==> src/decayed_frequency_cache_policy_top_defines.svh <==
// ----------------------------------------------------------------------------
// Assertion macros for the decayed-frequency cache policy block.
// Each macro expects clk and rst_n in the scope where it is used.
// ----------------------------------------------------------------------------
`ifndef DECAYED_FREQUENCY_CACHE_POLICY_TOP_DEFINES_SVH
`define DECAYED_FREQUENCY_CACHE_POLICY_TOP_DEFINES_SVH

// A condition that must hold at every clock edge out of reset.
`define DFCP_ASSERT_ALWAYS(lbl, cond, msg) \
  lbl: assert property (@(posedge clk) disable iff (!rst_n) (cond)) else $error(msg);

// A consequence that must hold in the same cycle as its antecedent.
`define DFCP_ASSERT_SAME(lbl, ante, cons, msg) \
  lbl: assert property (@(posedge clk) disable iff (!rst_n) (ante) |-> (cons)) \
    else $error(msg);

// A consequence that must hold in the cycle after its antecedent.
`define DFCP_ASSERT_NEXT(lbl, ante, cons, msg) \
  lbl: assert property (@(posedge clk) disable iff (!rst_n) (ante) |=> (cons)) \
    else $error(msg);

`endif

==> src/dfcp_pkg.sv <==
// ----------------------------------------------------------------------------
// dfcp_pkg
// Shared constants and types of the decayed-frequency cache policy block.
// ----------------------------------------------------------------------------
`timescale 1ns / 1ps
`default_nettype none

package dfcp_pkg;

  localparam int CAPACITY_DEF = 32;

  // Ages are unsigned Q4.12: 4096 stands for 1.0.
  localparam logic [15:0] AGE_ONE   = 16'h1000;
  localparam logic [15:0] AGE_MAX   = 16'hFFFF;
  // 0.9 as a fraction of 65536, truncated.
  localparam logic [15:0] DECAY_MUL = 16'd58982;

  typedef enum logic [1:0] {
    OUT_IGNORED  = 2'd0,
    OUT_HIT      = 2'd1,
    OUT_INSERTED = 2'd2,
    OUT_EVICTED  = 2'd3
  } outcome_t;

  // Write enables of the entry store.
  typedef struct packed {
    logic key_we;
    logic age_we;
  } wr_ctl_t;

endpackage

`default_nettype wire

==> src/decayed_frequency_cache_policy_top.sv <==
// ----------------------------------------------------------------------------
// decayed_frequency_cache_policy_top
// Frequency-ranked cache policy with exponential ageing of entry ages.
// ----------------------------------------------------------------------------
//
//   Channel | Ports                                   | Direction
//   --------+-----------------------------------------+----------
//   in      | in_valid, in_ready, in_access_key       | sink
//   out     | out_valid, out_ready, out_outcome,      | source
//           | out_slot, out_evicted_key, out_occupancy|
//
// A null key goes from idle straight to the finish step, and a key that
// meets an empty store goes through the append step on its way there.
// Any other key costs one pass over the held entries: on a hit the pass
// is followed by the decide and finish steps, on a miss by decide, append
// and finish, and in_ready rises again with out_valid. The pass length is set by
// the single read port of the entry store, walked one entry a cycle through
// the one shared decay multiplier.
// Reset is synchronous and active low; it empties the store by clearing the
// fill count, so the memories need no clearing pass.
// A stalled result is held in the output register; the sequencer waits at
// its last step until that register is free.
// ----------------------------------------------------------------------------
`timescale 1ns / 1ps
`default_nettype none
`include "decayed_frequency_cache_policy_top_defines.svh"

module decayed_frequency_cache_policy_top
  import dfcp_pkg::*;
#(
  parameter int CAPACITY = CAPACITY_DEF
) (
  input  wire logic        clk,
  input  wire logic        rst_n,
  input  wire logic        in_valid,
  output logic             in_ready,
  input  wire logic [31:0] in_access_key,
  output logic             out_valid,
  input  wire logic        out_ready,
  output logic [1:0]       out_outcome,
  output logic [4:0]       out_slot,
  output logic [31:0]      out_evicted_key,
  output logic [5:0]       out_occupancy
);

  localparam int IDX_W = $clog2(CAPACITY);
  localparam int CNT_W = $clog2(CAPACITY + 1);
  localparam logic [CNT_W-1:0] CNT_FULL = CNT_W'(CAPACITY);
  localparam logic [CNT_W-1:0] CNT_ONE  = CNT_W'(1);

  // Sequencer states, one-hot.
  typedef enum logic [4:0] {
    ST_IDLE   = 5'b00001,
    ST_SWEEP  = 5'b00010,
    ST_DECIDE = 5'b00100,
    ST_APPEND = 5'b01000,
    ST_FINISH = 5'b10000
  } state_t;

  state_t           state_r, state_nxt;
  logic [CNT_W-1:0] count_r, count_nxt;
  logic [CNT_W-1:0] issue_idx_r, issue_idx_nxt;
  logic             pv_r, pv_nxt;
  logic             hit_r, hit_nxt;
  logic             out_valid_r, out_valid_nxt;

  logic [31:0]      key_r, key_nxt;
  logic [IDX_W-1:0] pidx_r, pidx_nxt;
  logic [IDX_W-1:0] hit_idx_r, hit_idx_nxt;
  logic [15:0]      hit_age_r, hit_age_nxt;
  logic [IDX_W-1:0] best_idx_r, best_idx_nxt;
  logic [15:0]      best_age_r, best_age_nxt;
  logic [31:0]      best_key_r, best_key_nxt;
  logic [31:0]      last_key_r, last_key_nxt;
  logic [15:0]      last_age_r, last_age_nxt;
  logic [IDX_W-1:0] app_idx_r, app_idx_nxt;

  outcome_t         res_outcome_r, res_outcome_nxt;
  logic [4:0]       res_slot_r, res_slot_nxt;
  logic [31:0]      res_evict_r, res_evict_nxt;
  logic [5:0]       res_occ_r, res_occ_nxt;

  outcome_t         out_outcome_r, out_outcome_nxt;
  logic [4:0]       out_slot_r, out_slot_nxt;
  logic [31:0]      out_evict_r, out_evict_nxt;
  logic [5:0]       out_occ_r, out_occ_nxt;

  // Store ports.
  wr_ctl_t          st_wr;
  logic [IDX_W-1:0] st_wr_addr;
  logic [31:0]      st_wr_key;
  logic [15:0]      st_wr_age;
  logic [IDX_W-1:0] st_rd_addr;
  logic [31:0]      st_rd_key;
  logic [15:0]      st_rd_age;

  dfcp_store #(
    .CAPACITY (CAPACITY)
  ) u_store (
    .clk     (clk),
    .wr_ctl  (st_wr),
    .wr_addr (st_wr_addr),
    .wr_key  (st_wr_key),
    .wr_age  (st_wr_age),
    .rd_addr (st_rd_addr),
    .rd_key  (st_rd_key),
    .rd_age  (st_rd_age)
  );

  // The shared unit: one 16 by 16 multiplier that scales an age by 0.9.
  logic [31:0] decay_prod;
  logic [15:0] decay_age;
  assign decay_prod = {16'd0, st_rd_age} * {16'd0, DECAY_MUL};
  assign decay_age  = decay_prod[31:16];

  // Hit increment, saturating just under 16.0.
  logic [16:0] hit_sum;
  logic [15:0] hit_sat;
  assign hit_sum = {1'b0, hit_age_r} + {1'b0, AGE_ONE};
  assign hit_sat = hit_sum[16] ? AGE_MAX : hit_sum[15:0];

  logic issue_go;
  logic out_free;
  logic last_elem;
  logic key_match;
  assign issue_go  = (state_r == ST_SWEEP) && (issue_idx_r < count_r);
  assign out_free  = !out_valid_r || out_ready;
  assign last_elem = (CNT_W'(pidx_r) == (count_r - CNT_ONE));
  assign key_match = (st_rd_key == key_r);

  assign in_ready        = (state_r == ST_IDLE);
  assign out_valid       = out_valid_r;
  assign out_outcome     = out_outcome_r;
  assign out_slot        = out_slot_r;
  assign out_evicted_key = out_evict_r;
  assign out_occupancy   = out_occ_r;

  always_comb begin
    state_nxt       = state_r;
    count_nxt       = count_r;
    issue_idx_nxt   = issue_idx_r;
    pv_nxt          = 1'b0;
    hit_nxt         = hit_r;
    key_nxt         = key_r;
    pidx_nxt        = pidx_r;
    hit_idx_nxt     = hit_idx_r;
    hit_age_nxt     = hit_age_r;
    best_idx_nxt    = best_idx_r;
    best_age_nxt    = best_age_r;
    best_key_nxt    = best_key_r;
    last_key_nxt    = last_key_r;
    last_age_nxt    = last_age_r;
    app_idx_nxt     = app_idx_r;
    res_outcome_nxt = res_outcome_r;
    res_slot_nxt    = res_slot_r;
    res_evict_nxt   = res_evict_r;
    res_occ_nxt     = res_occ_r;
    out_valid_nxt   = out_valid_r && !out_ready;
    out_outcome_nxt = out_outcome_r;
    out_slot_nxt    = out_slot_r;
    out_evict_nxt   = out_evict_r;
    out_occ_nxt     = out_occ_r;

    st_wr        = '0;
    st_wr_addr   = pidx_r;
    st_wr_key    = key_r;
    st_wr_age    = decay_age;
    st_rd_addr   = issue_go ? issue_idx_r[IDX_W-1:0] : '0;

    case (state_r)
      ST_IDLE: begin
        if (in_valid) begin
          key_nxt       = in_access_key;
          issue_idx_nxt = '0;
          hit_nxt       = 1'b0;
          if (in_access_key == 32'd0) begin
            // Null key: nothing changes, not even the ages.
            res_outcome_nxt = OUT_IGNORED;
            res_slot_nxt    = 5'd0;
            res_evict_nxt   = 32'd0;
            res_occ_nxt     = 6'(count_r);
            state_nxt       = ST_FINISH;
          end else if (count_r == '0) begin
            app_idx_nxt     = '0;
            res_outcome_nxt = OUT_INSERTED;
            res_evict_nxt   = 32'd0;
            state_nxt       = ST_APPEND;
          end else begin
            state_nxt = ST_SWEEP;
          end
        end
      end

      ST_SWEEP: begin
        // Read one entry a cycle; its data comes back on the next cycle.
        if (issue_go) begin
          pv_nxt        = 1'b1;
          pidx_nxt      = issue_idx_r[IDX_W-1:0];
          issue_idx_nxt = issue_idx_r + CNT_ONE;
        end
        if (pv_r) begin
          // Decayed age goes back to the entry it came from.
          st_wr.age_we = 1'b1;
          st_wr_addr   = pidx_r;
          st_wr_age    = decay_age;
          if (key_match && !hit_r) begin
            hit_nxt     = 1'b1;
            hit_idx_nxt = pidx_r;
            hit_age_nxt = decay_age;
          end
          // Strict compare keeps the lowest index on a tie.
          if ((pidx_r == '0) || (decay_age < best_age_r)) begin
            best_idx_nxt = pidx_r;
            best_age_nxt = decay_age;
            best_key_nxt = st_rd_key;
          end
          if (last_elem) begin
            last_key_nxt = st_rd_key;
            last_age_nxt = decay_age;
            state_nxt    = ST_DECIDE;
          end
        end
      end

      ST_DECIDE: begin
        if (hit_r) begin
          st_wr.age_we    = 1'b1;
          st_wr_addr      = hit_idx_r;
          st_wr_age       = hit_sat;
          res_outcome_nxt = OUT_HIT;
          res_slot_nxt    = 5'(hit_idx_r);
          res_evict_nxt   = 32'd0;
          res_occ_nxt     = 6'(count_r);
          state_nxt       = ST_FINISH;
        end else if (count_r == CNT_FULL) begin
          // Evict the smallest age; the last entry fills its slot.
          st_wr.key_we    = 1'b1;
          st_wr.age_we    = 1'b1;
          st_wr_addr      = best_idx_r;
          st_wr_key       = last_key_r;
          st_wr_age       = last_age_r;
          app_idx_nxt     = IDX_W'(count_r - CNT_ONE);
          res_outcome_nxt = OUT_EVICTED;
          res_evict_nxt   = best_key_r;
          state_nxt       = ST_APPEND;
        end else begin
          app_idx_nxt     = IDX_W'(count_r);
          res_outcome_nxt = OUT_INSERTED;
          res_evict_nxt   = 32'd0;
          state_nxt       = ST_APPEND;
        end
      end

      ST_APPEND: begin
        st_wr.key_we = 1'b1;
        st_wr.age_we = 1'b1;
        st_wr_addr   = app_idx_r;
        st_wr_key    = key_r;
        st_wr_age    = AGE_ONE;
        count_nxt    = CNT_W'(app_idx_r) + CNT_ONE;
        res_slot_nxt = 5'(app_idx_r);
        res_occ_nxt  = 6'(CNT_W'(app_idx_r) + CNT_ONE);
        state_nxt    = ST_FINISH;
      end

      ST_FINISH: begin
        if (out_free) begin
          out_valid_nxt   = 1'b1;
          out_outcome_nxt = res_outcome_r;
          out_slot_nxt    = res_slot_r;
          out_evict_nxt   = res_evict_r;
          out_occ_nxt     = res_occ_r;
          state_nxt       = ST_IDLE;
        end
      end

      default: begin
        state_nxt = ST_IDLE;
      end
    endcase
  end

  // Control state.
  always_ff @(posedge clk) begin
    if (!rst_n) begin
      state_r     <= ST_IDLE;
      count_r     <= '0;
      issue_idx_r <= '0;
      pv_r        <= 1'b0;
      hit_r       <= 1'b0;
      out_valid_r <= 1'b0;
    end else begin
      state_r     <= state_nxt;
      count_r     <= count_nxt;
      issue_idx_r <= issue_idx_nxt;
      pv_r        <= pv_nxt;
      hit_r       <= hit_nxt;
      out_valid_r <= out_valid_nxt;
    end
  end

  // Payload registers need no reset.
  always_ff @(posedge clk) begin
    key_r         <= key_nxt;
    pidx_r        <= pidx_nxt;
    hit_idx_r     <= hit_idx_nxt;
    hit_age_r     <= hit_age_nxt;
    best_idx_r    <= best_idx_nxt;
    best_age_r    <= best_age_nxt;
    best_key_r    <= best_key_nxt;
    last_key_r    <= last_key_nxt;
    last_age_r    <= last_age_nxt;
    app_idx_r     <= app_idx_nxt;
    res_outcome_r <= res_outcome_nxt;
    res_slot_r    <= res_slot_nxt;
    res_evict_r   <= res_evict_nxt;
    res_occ_r     <= res_occ_nxt;
    out_outcome_r <= out_outcome_nxt;
    out_slot_r    <= out_slot_nxt;
    out_evict_r   <= out_evict_nxt;
    out_occ_r     <= out_occ_nxt;
  end

  // The fill count never passes the capacity.
  `DFCP_ASSERT_ALWAYS(a_count_bound, count_r <= CNT_FULL, "fill count above capacity")
  // Every entry handled in the pass lies below the fill count.
  `DFCP_ASSERT_SAME(a_pass_in_range, pv_r, CNT_W'(pidx_r) < count_r, "pass beyond fill count")
  // A taken beat always starts the sequencer.
  `DFCP_ASSERT_NEXT(a_beat_starts, in_valid && in_ready, state_r != ST_IDLE, "beat not started")
  // Each finished access with a free output register is loaded into that register.
  `DFCP_ASSERT_NEXT(a_result_loaded, state_r == ST_FINISH && out_free, out_valid_r, "result lost")

endmodule

`default_nettype wire

==> src/dfcp_store.sv <==
// ----------------------------------------------------------------------------
// dfcp_store
// Entry store: key and age memories with one write and one registered read.
// ----------------------------------------------------------------------------
`timescale 1ns / 1ps
`default_nettype none

module dfcp_store
  import dfcp_pkg::*;
#(
  parameter int CAPACITY = CAPACITY_DEF,
  localparam int IDX_W = $clog2(CAPACITY)
) (
  input  wire logic             clk,
  input  wire wr_ctl_t          wr_ctl,
  input  wire logic [IDX_W-1:0] wr_addr,
  input  wire logic [31:0]      wr_key,
  input  wire logic [15:0]      wr_age,
  input  wire logic [IDX_W-1:0] rd_addr,
  output logic      [31:0]      rd_key,
  output logic      [15:0]      rd_age
);

  logic [31:0] key_mem [CAPACITY];
  logic [15:0] age_mem [CAPACITY];

  always_ff @(posedge clk) begin
    if (wr_ctl.key_we) begin
      key_mem[wr_addr] <= wr_key;
    end
    rd_key <= key_mem[rd_addr];
  end

  always_ff @(posedge clk) begin
    if (wr_ctl.age_we) begin
      age_mem[wr_addr] <= wr_age;
    end
    rd_age <= age_mem[rd_addr];
  end

endmodule

`default_nettype wire
==> config.mk <==
export PLATFORM = sky130hd
export DESIGN_NAME = decayed_frequency_cache_policy_top
export DESIGN_NICKNAME = d
export VERILOG_FILES = /design/src/dfcp_pkg.sv /design/src/decayed_frequency_cache_policy_top.sv /design/src/dfcp_store.sv
export VERILOG_INCLUDE_DIRS = /design/src /design/src/src
export SDC_FILE = /design/constraint.sdc
export NUM_CORES = 2
export LEC_CHECK = 0
export BUFFER_PORTS_ARGS = -buffer_cell sky130_fd_sc_hd__buf_4
export CAP_MARGIN = 40
export CORE_MARGIN = 2
export CORE_UTILIZATION = 50
export DETAILED_ROUTE_END_ITERATION = 8
export PLACE_DENSITY = 0.7
export SLEW_MARGIN = 25
export SYNTH_ARGS = -nofsm -noshare
export SYNTH_HDL_FRONTEND = slang
export SYNTH_SLANG_ARGS = --single-unit
==> constraint.sdc <==
create_clock -name clk -period 10 [get_ports clk]
set_input_delay 1 -clock clk [delete_from_list [all_inputs] [get_ports clk]]
set_output_delay 1 -clock clk [all_outputs]
set_load 0.01 [all_outputs]
After elaboration in Yosys (flattened, before gate mapping)
Memories as Yosys holds them, arrays and structs flattened. A register that Yosys moved wholly into a read port is not among the register bits.
Cells that the tools add are included.
{"block": "word_totals", "in_bits": 36, "regBits": 274, "elab_cells": 145, "memories": 2, "ramBits": 1536}
{"name": "u_store.key_mem", "depth": 32, "word_bits": 32, "rd": 1, "rd_clocked_by_memory_dff": 1, "write_ports": 1, "line": "dfcp_store.sv:24", "text": "logic [31:0] key_mem [CAPACITY];"}
{"name": "u_store.age_mem", "depth": 32, "word_bits": 16, "rd": 1, "rd_clocked_by_memory_dff": 1, "write_ports": 1, "line": "dfcp_store.sv:25", "text": "logic [15:0] age_mem [CAPACITY];"}
{"block": "classes", "n_reduce_logical": 27, "n_eq_ne": 20, "muxes": 65, "addsub": 4, "n_lt_le_gt_ge": 2, "n_mul": 1}
{"cell": "32-bit two-way mux", "count": 8}
{"cell": "5-bit two-way mux", "count": 17}
{"cell": "32-bit case mux with 2 select lines", "count": 1}
{"cell": "16-bit two-way mux", "count": 3}
{"cell": "32-bit equality test", "count": 1}
{"cell": "32-bit logical NOT", "count": 1}
{"cell": "16-bit case mux with 2 select lines", "count": 1}
{"cell": "16-bit by 15-bit multiplier with 31-bit output (second input constant)", "count": 1}
{"cell": "6-bit two-way mux", "count": 5}
{"cell": "5-bit case mux with 5 select lines", "count": 1}
{"cell": "5-bit case mux with 2 select lines", "count": 2}
{"cell": "6-bit case mux with 3 select lines", "count": 1}
{"cell": "16-bit by 13-bit adder with 17-bit output (second input constant)", "count": 1}
{"cell": "16-bit < comparator", "count": 1}
{"cell": "2-bit != test (second input constant)", "count": 8}
{"cell": "5-bit case mux with 3 select lines", "count": 1}
{"cell": "3-bit AND reduction", "count": 5}
{"cell": "1-bit two-way mux", "count": 14}
{"cell": "6-bit case mux with 2 select lines", "count": 1}
{"cell": "4-bit AND reduction", "count": 3}
{"cell": "2-bit two-way mux", "count": 5}
{"cell": "2-bit AND reduction", "count": 4}
{"cell": "5-bit by 1-bit adder with 6-bit output (second input constant)", "count": 1}
{"cell": "6-bit by 1-bit adder with 6-bit output (second input constant)", "count": 1}
{"cell": "23 further kinds", "count": 32}

Longest topological paths before layout
{"block": "depth", "depth_word": 6, "depth_mapped": 29, "depth_no_buf": 29}

Cells and area by module
From an unflattened synthesis, not the netlist that was laid out.
{"block": "unflattened", "cells_unflattened": 4548, "area_unflattened_um2": 76113.0}
{"module": "dfcp_store", "area_per_inst_um2": 60918.4, "cells_per_inst": 3409, "seq_area_each_um2": 47085.2, "instances": 1}
{"module": "decayed_frequency_cache_policy_top", "area_per_inst_um2": 15194.6, "cells_per_inst": 1139, "seq_area_each_um2": 8027.7, "instances": 1}

Worst setup path after synthesis
No wires, ideal clock.
{"block": "synth_timing", "path_kind": "reg-to-reg", "startpoint": "register u_store.rd_age[4], read port of u_store.age_mem", "endpoint": "register best_age_r[0] (enable)", "arrival_ns": 7.416, "path_buffers": 0, "slack_ns": 2.170, "setup_ns": 0.415, "path_stages_with_launch": 28, "required_time_ns": 9.585, "cell_sequence": "dfxtp_1 inv_1 fa_1 inv_1 fa_1 fa_1 inv_1 fa_1 inv_1 fa_1 inv_1 fa_1 inv_1 ha_1 o21ai_0 o22ai_1 o311a_1 o21a_1 or3_1 and2_1 ha_1 and4_1 a21oi_1 nand2_1 a21oi_1 nand2_1 a31oi_1 o2111a_1"}
{"block": "synth_between", "elab_chain_len": 4}
{"element": "start, declared", "line": "dfcp_store.sv:21", "text": "output logic [15:0] rd_age"}
{"element": "16-bit by 15-bit multiplier with 31-bit output", "line": "decayed_frequency_cache_policy_top.sv:113", "text": "assign decay_prod = {16'd0, st_rd_age} * {16'd0, DECAY_MUL};"}
{"element": "via decay_prod[22]", "line": "decayed_frequency_cache_policy_top.sv:111", "text": "logic [31:0] decay_prod;"}
{"element": "16-bit < comparator", "line": "decayed_frequency_cache_policy_top.sv:212", "text": "if ((pidx_r == '0) || (decay_age < best_age_r)) begin"}
{"element": "1-bit logical OR", "line": "decayed_frequency_cache_policy_top.sv:212"}
{"element": "3-bit AND reduction (no line)"}
{"element": "end signal, assigned", "line": "decayed_frequency_cache_policy_top.sv:309", "text": "best_age_r <= best_age_nxt;"}
{"element": "end, declared", "line": "decayed_frequency_cache_policy_top.sv:72", "text": "logic [15:0] best_age_r, best_age_nxt;"}
The timed path passes the listed nets, and every way through them passes these cells.
A chain may end at the register's enable or synchronous reset.

Worst setup path in the final report
{"block": "layout_timing", "startpoint": "register u_store.rd_age[4], read port of u_store.age_mem", "endpoint": "register best_key_r[16] (enable)"}
{"block": "layout_between", "elab_chain_len": 4}
{"element": "16-bit by 15-bit multiplier with 31-bit output", "line": "decayed_frequency_cache_policy_top.sv:113"}
{"element": "via decay_prod[22]", "line": "decayed_frequency_cache_policy_top.sv:111"}
{"element": "16-bit < comparator", "line": "decayed_frequency_cache_policy_top.sv:212"}
{"element": "1-bit logical OR", "line": "decayed_frequency_cache_policy_top.sv:212"}
{"element": "3-bit AND reduction (no line)"}
{"element": "end signal, assigned", "line": "decayed_frequency_cache_policy_top.sv:310", "text": "best_key_r <= best_key_nxt;"}
{"element": "end, declared", "line": "decayed_frequency_cache_policy_top.sv:73", "text": "logic [31:0] best_key_r, best_key_nxt;"}
The timed path passes the listed nets, and every way through them passes these cells.

==> results.json <==
{
  "yosysMostFrequentCell": "edfxtp_1",
  "numCtsBuffers": 177,
  "p_sw_w": 0.00363,
  "core_mm2": 0.150,
  "cts.clk_slew.worst_paths_ns": 0.06,
  "grt_usage_pct": 26.6,
  "dpl.hpwl_um": 121000,
  "synth_cell_type_count": 82,
  "place_congestion": 0.871,
  "critPathKind": "flop to flop",
  "cp-start-kind": "flop",
  "fin_nets": 5432,
  "clockPowerShare_pct": 39.2,
  "ctsHtreeMaxLevel": 4,
  "setup_viol": 0,
  "numClockSinks": 1858,
  "synth_top_area_share_pct": 70.8,
  "critPathTopFamily": "adder cells",
  "p_leak_nw": 28.0,
  "wirelength_um": 210000,
  "drv_slew": 0,
  "portBuffers": 82,
  "drtPass1Iterations": 6,
  "fmax_mhz": 124,
  "grt_start_max_net_pins": 87,
  "die_w_um": 394,
  "cp.required_ns": 10.44,
  "status": "finished, final reports clean",
  "hp-class": "input port to flop",
  "synth-async-reset-ratio_pct": 0,
  "final_util_pct": 56.7,
  "maxCapViolCount": 0,
  "synthesis.nets": 5286,
  "syn_area_per_cell_um2": 15.1,
  "postCtsResizedCells": 0,
  "drc": 0,
  "cts_root_buf": "clkbuf_16",
  "clock_latency_ns": 0.82,
  "power_frac_seq_pct": 55.6,
  "swShare_pct": 22.0,
  "finalCritPeriodShare_pct": 80.6,
  "post-place-ws_ns": 2.05,
  "vias": 46417,
  "die_y_um": 394,
  "synth_commonest_cells": "1,790 x edfxtp_1, 544 x nor2_1, 335 x nand2_1, 181 x o22ai_1, 179 x a21oi_1",
  "critPathMaxStageDelay_ns": 0.50,
  "drive_gt1_share_pct": 12.8,
  "grt_first_pass_wirelength_um": 302000,
  "yosysSeqAreaShare_pct": 72.6,
  "synth-seq-cells": 1858,
  "synth_edf_count": 1790,
  "initial_utilization_pct": 50.5,
  "ant_nets": 0,
  "syn_to_final_growth_pct": 12.4,
  "intPower_w": 0.0129,
  "grt_pass1_vias": 44387,
  "end_kind": "flop",
  "antenna_found_initial": 4,
  "synth_ff_type": "edfxtp_1",
  "fin_crit_ns": 8.06,
  "rows": 142,
  "io_pins": 83,
  "dieArea_mm2": 0.155,
  "antenna_cells": 0,
  "clockBufferDepth": 3,
  "ir_worst_vdd_uv": 191,
  "cts_tree": "done",
  "grt_setup_unrepaired": "false",
  "ys_warn_count": 0,
  "maxSlewHeadroom_pct": 33.6,
  "worst_slew_pin_slew_ns": 0.994,
  "first_iter_violations": 6656,
  "power_w": 0.0165,
  "final.setup_skew_ns": 0.0445,
  "overflow": 0,
  "path_max_fanout": 38,
  "fin_setup_tns_ns": 0,
  "nFillCells": 11496,
  "finalInstanceArea_mm2": 0.0853,
  "timing.rr.start": "u_store.rd_age[4]",
  "placed_area_mm2": 0.0795,
  "critPathSlowestCell": "dfxtp_1",
  "pwr-share-comb_pct": 5.2,
  "postCtsSetupBuffers": 0,
  "synthTopCellsByArea": "edfxtp_1 71%, nor2_1 2.7%, ha_1 2.3%, mux2i_1 2.2%, fa_1 2.1%",
  "holdBufCountCts": 0,
  "wl_per_cell_um": 28.6,
  "power.density_mw_per_mm2": 194,
  "hp-start": "in_access_key[19]",
  "setup_ws_ns": 1.94,
  "syn_area_mm2": 0.0759,
  "vias_per_cell": 6.32,
  "yosysTopAreaCell": "edfxtp_1",
  "syn-instance-count": 5028,
  "finalHoldViolCount": 0,
  "startpoint": "u_store.rd_age[4]",
  "crit_buf_inv": 7,
  "worstPathArrival_ns": 8.50
}
==> kinds of logic (layout without fill, tap and decap cells) <==
group / after synthesis / in the layout / share of synthesized area (%)
xor gates and xnor gates: 61 / 61 / 0.704
buffers and inverters: 442 / 738 / 2.37
and+or+nand+nor: 1231 / 1231 / 7.26
AOI/OAI and AO/OA: 937 / 937 / 8.75
DFF: 1858 / 1858 / 72.6
muxes: 277 / 277 / 3.83
adders and majority gates: 222 / 222 / 4.45
==> worst paths after layout <==
check / cells after the start / slack, ns / to
max: 28 / 1.94 / best_key_r[16]
min: 1 / 0.39 / key_r[19]
max reg2reg: 28 / 1.94 / best_key_r[16]
min reg2reg: 0 / 0.41 / out_evicted_key[24]
==> routing by layer <==
layer,part of all wire (%),routed length (um),track usage [%]
met2,46,96700,41.3
met5,0,0,0
met4,3.2,6690,9.14
met3,12,26100,6.39
met1,38,80600,36.9
==> placed cells by master, fill, tap and decap left out, types with 36 or more instances in the layout <==
cell type / netlist / routed
mux2i_1: 170 / 170
o21ai_0: 99 / 96
inv_1: 168 / 167
buf_4: 8 / 215
dfxtp_1: 68 / 65
nor2_1: 544 / 508
mux2_2: 107 / 107
nand3_1: 64 / 61
xor2_1: 39 / 39
edfxtp_1: 1790 / 1790
nor3_1: 47 / 43
o22ai_1: 181 / 181
fa_1: 80 / 80
o221ai_1: 158 / 158
nor4_1: 52 / 52
and2_1: 52 / 51
ha_1: 142 / 142
clkbuf_16: 0 / 179
clkbuf_1: 176 / 69
nor2_4: 0 / 36
a211oi_1: 40 / 38
nand2_1: 335 / 332
o211ai_1: 46 / 46
a21oi_1: 179 / 178
==> metrics by stage <==
| step | hold WS [ns] | cells |
|---|---|---|
| 2_1_floorplan | 0.400 | 5028 |
| 3_3_place_gp | 0.400 | 6985 |
| 3_5_place_dp | 0.405 | 7000 |
| 4_1_cts | 0.337 | 7329 |
| 5_1_grt | 0.362 | 7340 |
| 6_report | 0.387 | 7340 |
==> power by group through the flow <==
stage | registers [W] | clock network (W) | logic (W)
after floorplan | 0.00929 | 0 | 0.000441
after global placement | 0.00934 | 0 | 0.000774
after detailed placement | 0.00934 | 0 | 0.000829
after CTS | 0.00918 | 0.00651 | 0.000831
after global routing | 0.00919 | 0.00682 | 0.000915
final | 0.00918 | 0.00647 | 0.000860
==> worst register-to-register path, delay by kind of cell, from the launching register on <==
kind,cells,cell delay [ns]
DFF,1,0.50
adders and majority gates,8,3.47
buffers and inverters,7,0.88
AOI/OAI and AO/OA,8,1.94
and+or+nand+nor,5,0.88
==> sequential cells by signal, indices dropped and copies added (netlist names), 6 cells and up <==
name,flops
u_store.key_mem,1024
u_store.age_mem,512
best_key_r,32
key_r,32
last_key_r,32
out_evicted_key,32
res_evict_r,32
u_store.rd_key,32
best_age_r,16
hit_age_r,16
last_age_r,16
u_store.rd_age,16
count_r,6
issue_idx_r,6
out_occupancy,6
res_occ_r,6
==> cell type report <==
class | instances | area, um^2 | share of cell area (%)
clock buffer | 269 | 5030 | 5.89
sequential | 1858 | 55100 | 64.6
clock inverter | 60 | 546 | 0.640
tap | 2016 | 2520 | 2.96
inverter | 170 | 641 | 0.751
timing repair buffer | 239 | 2040 | 2.39
multi-input combinational | 2728 | 19400 | 22.7
Power figures use the tool's default switching activity.
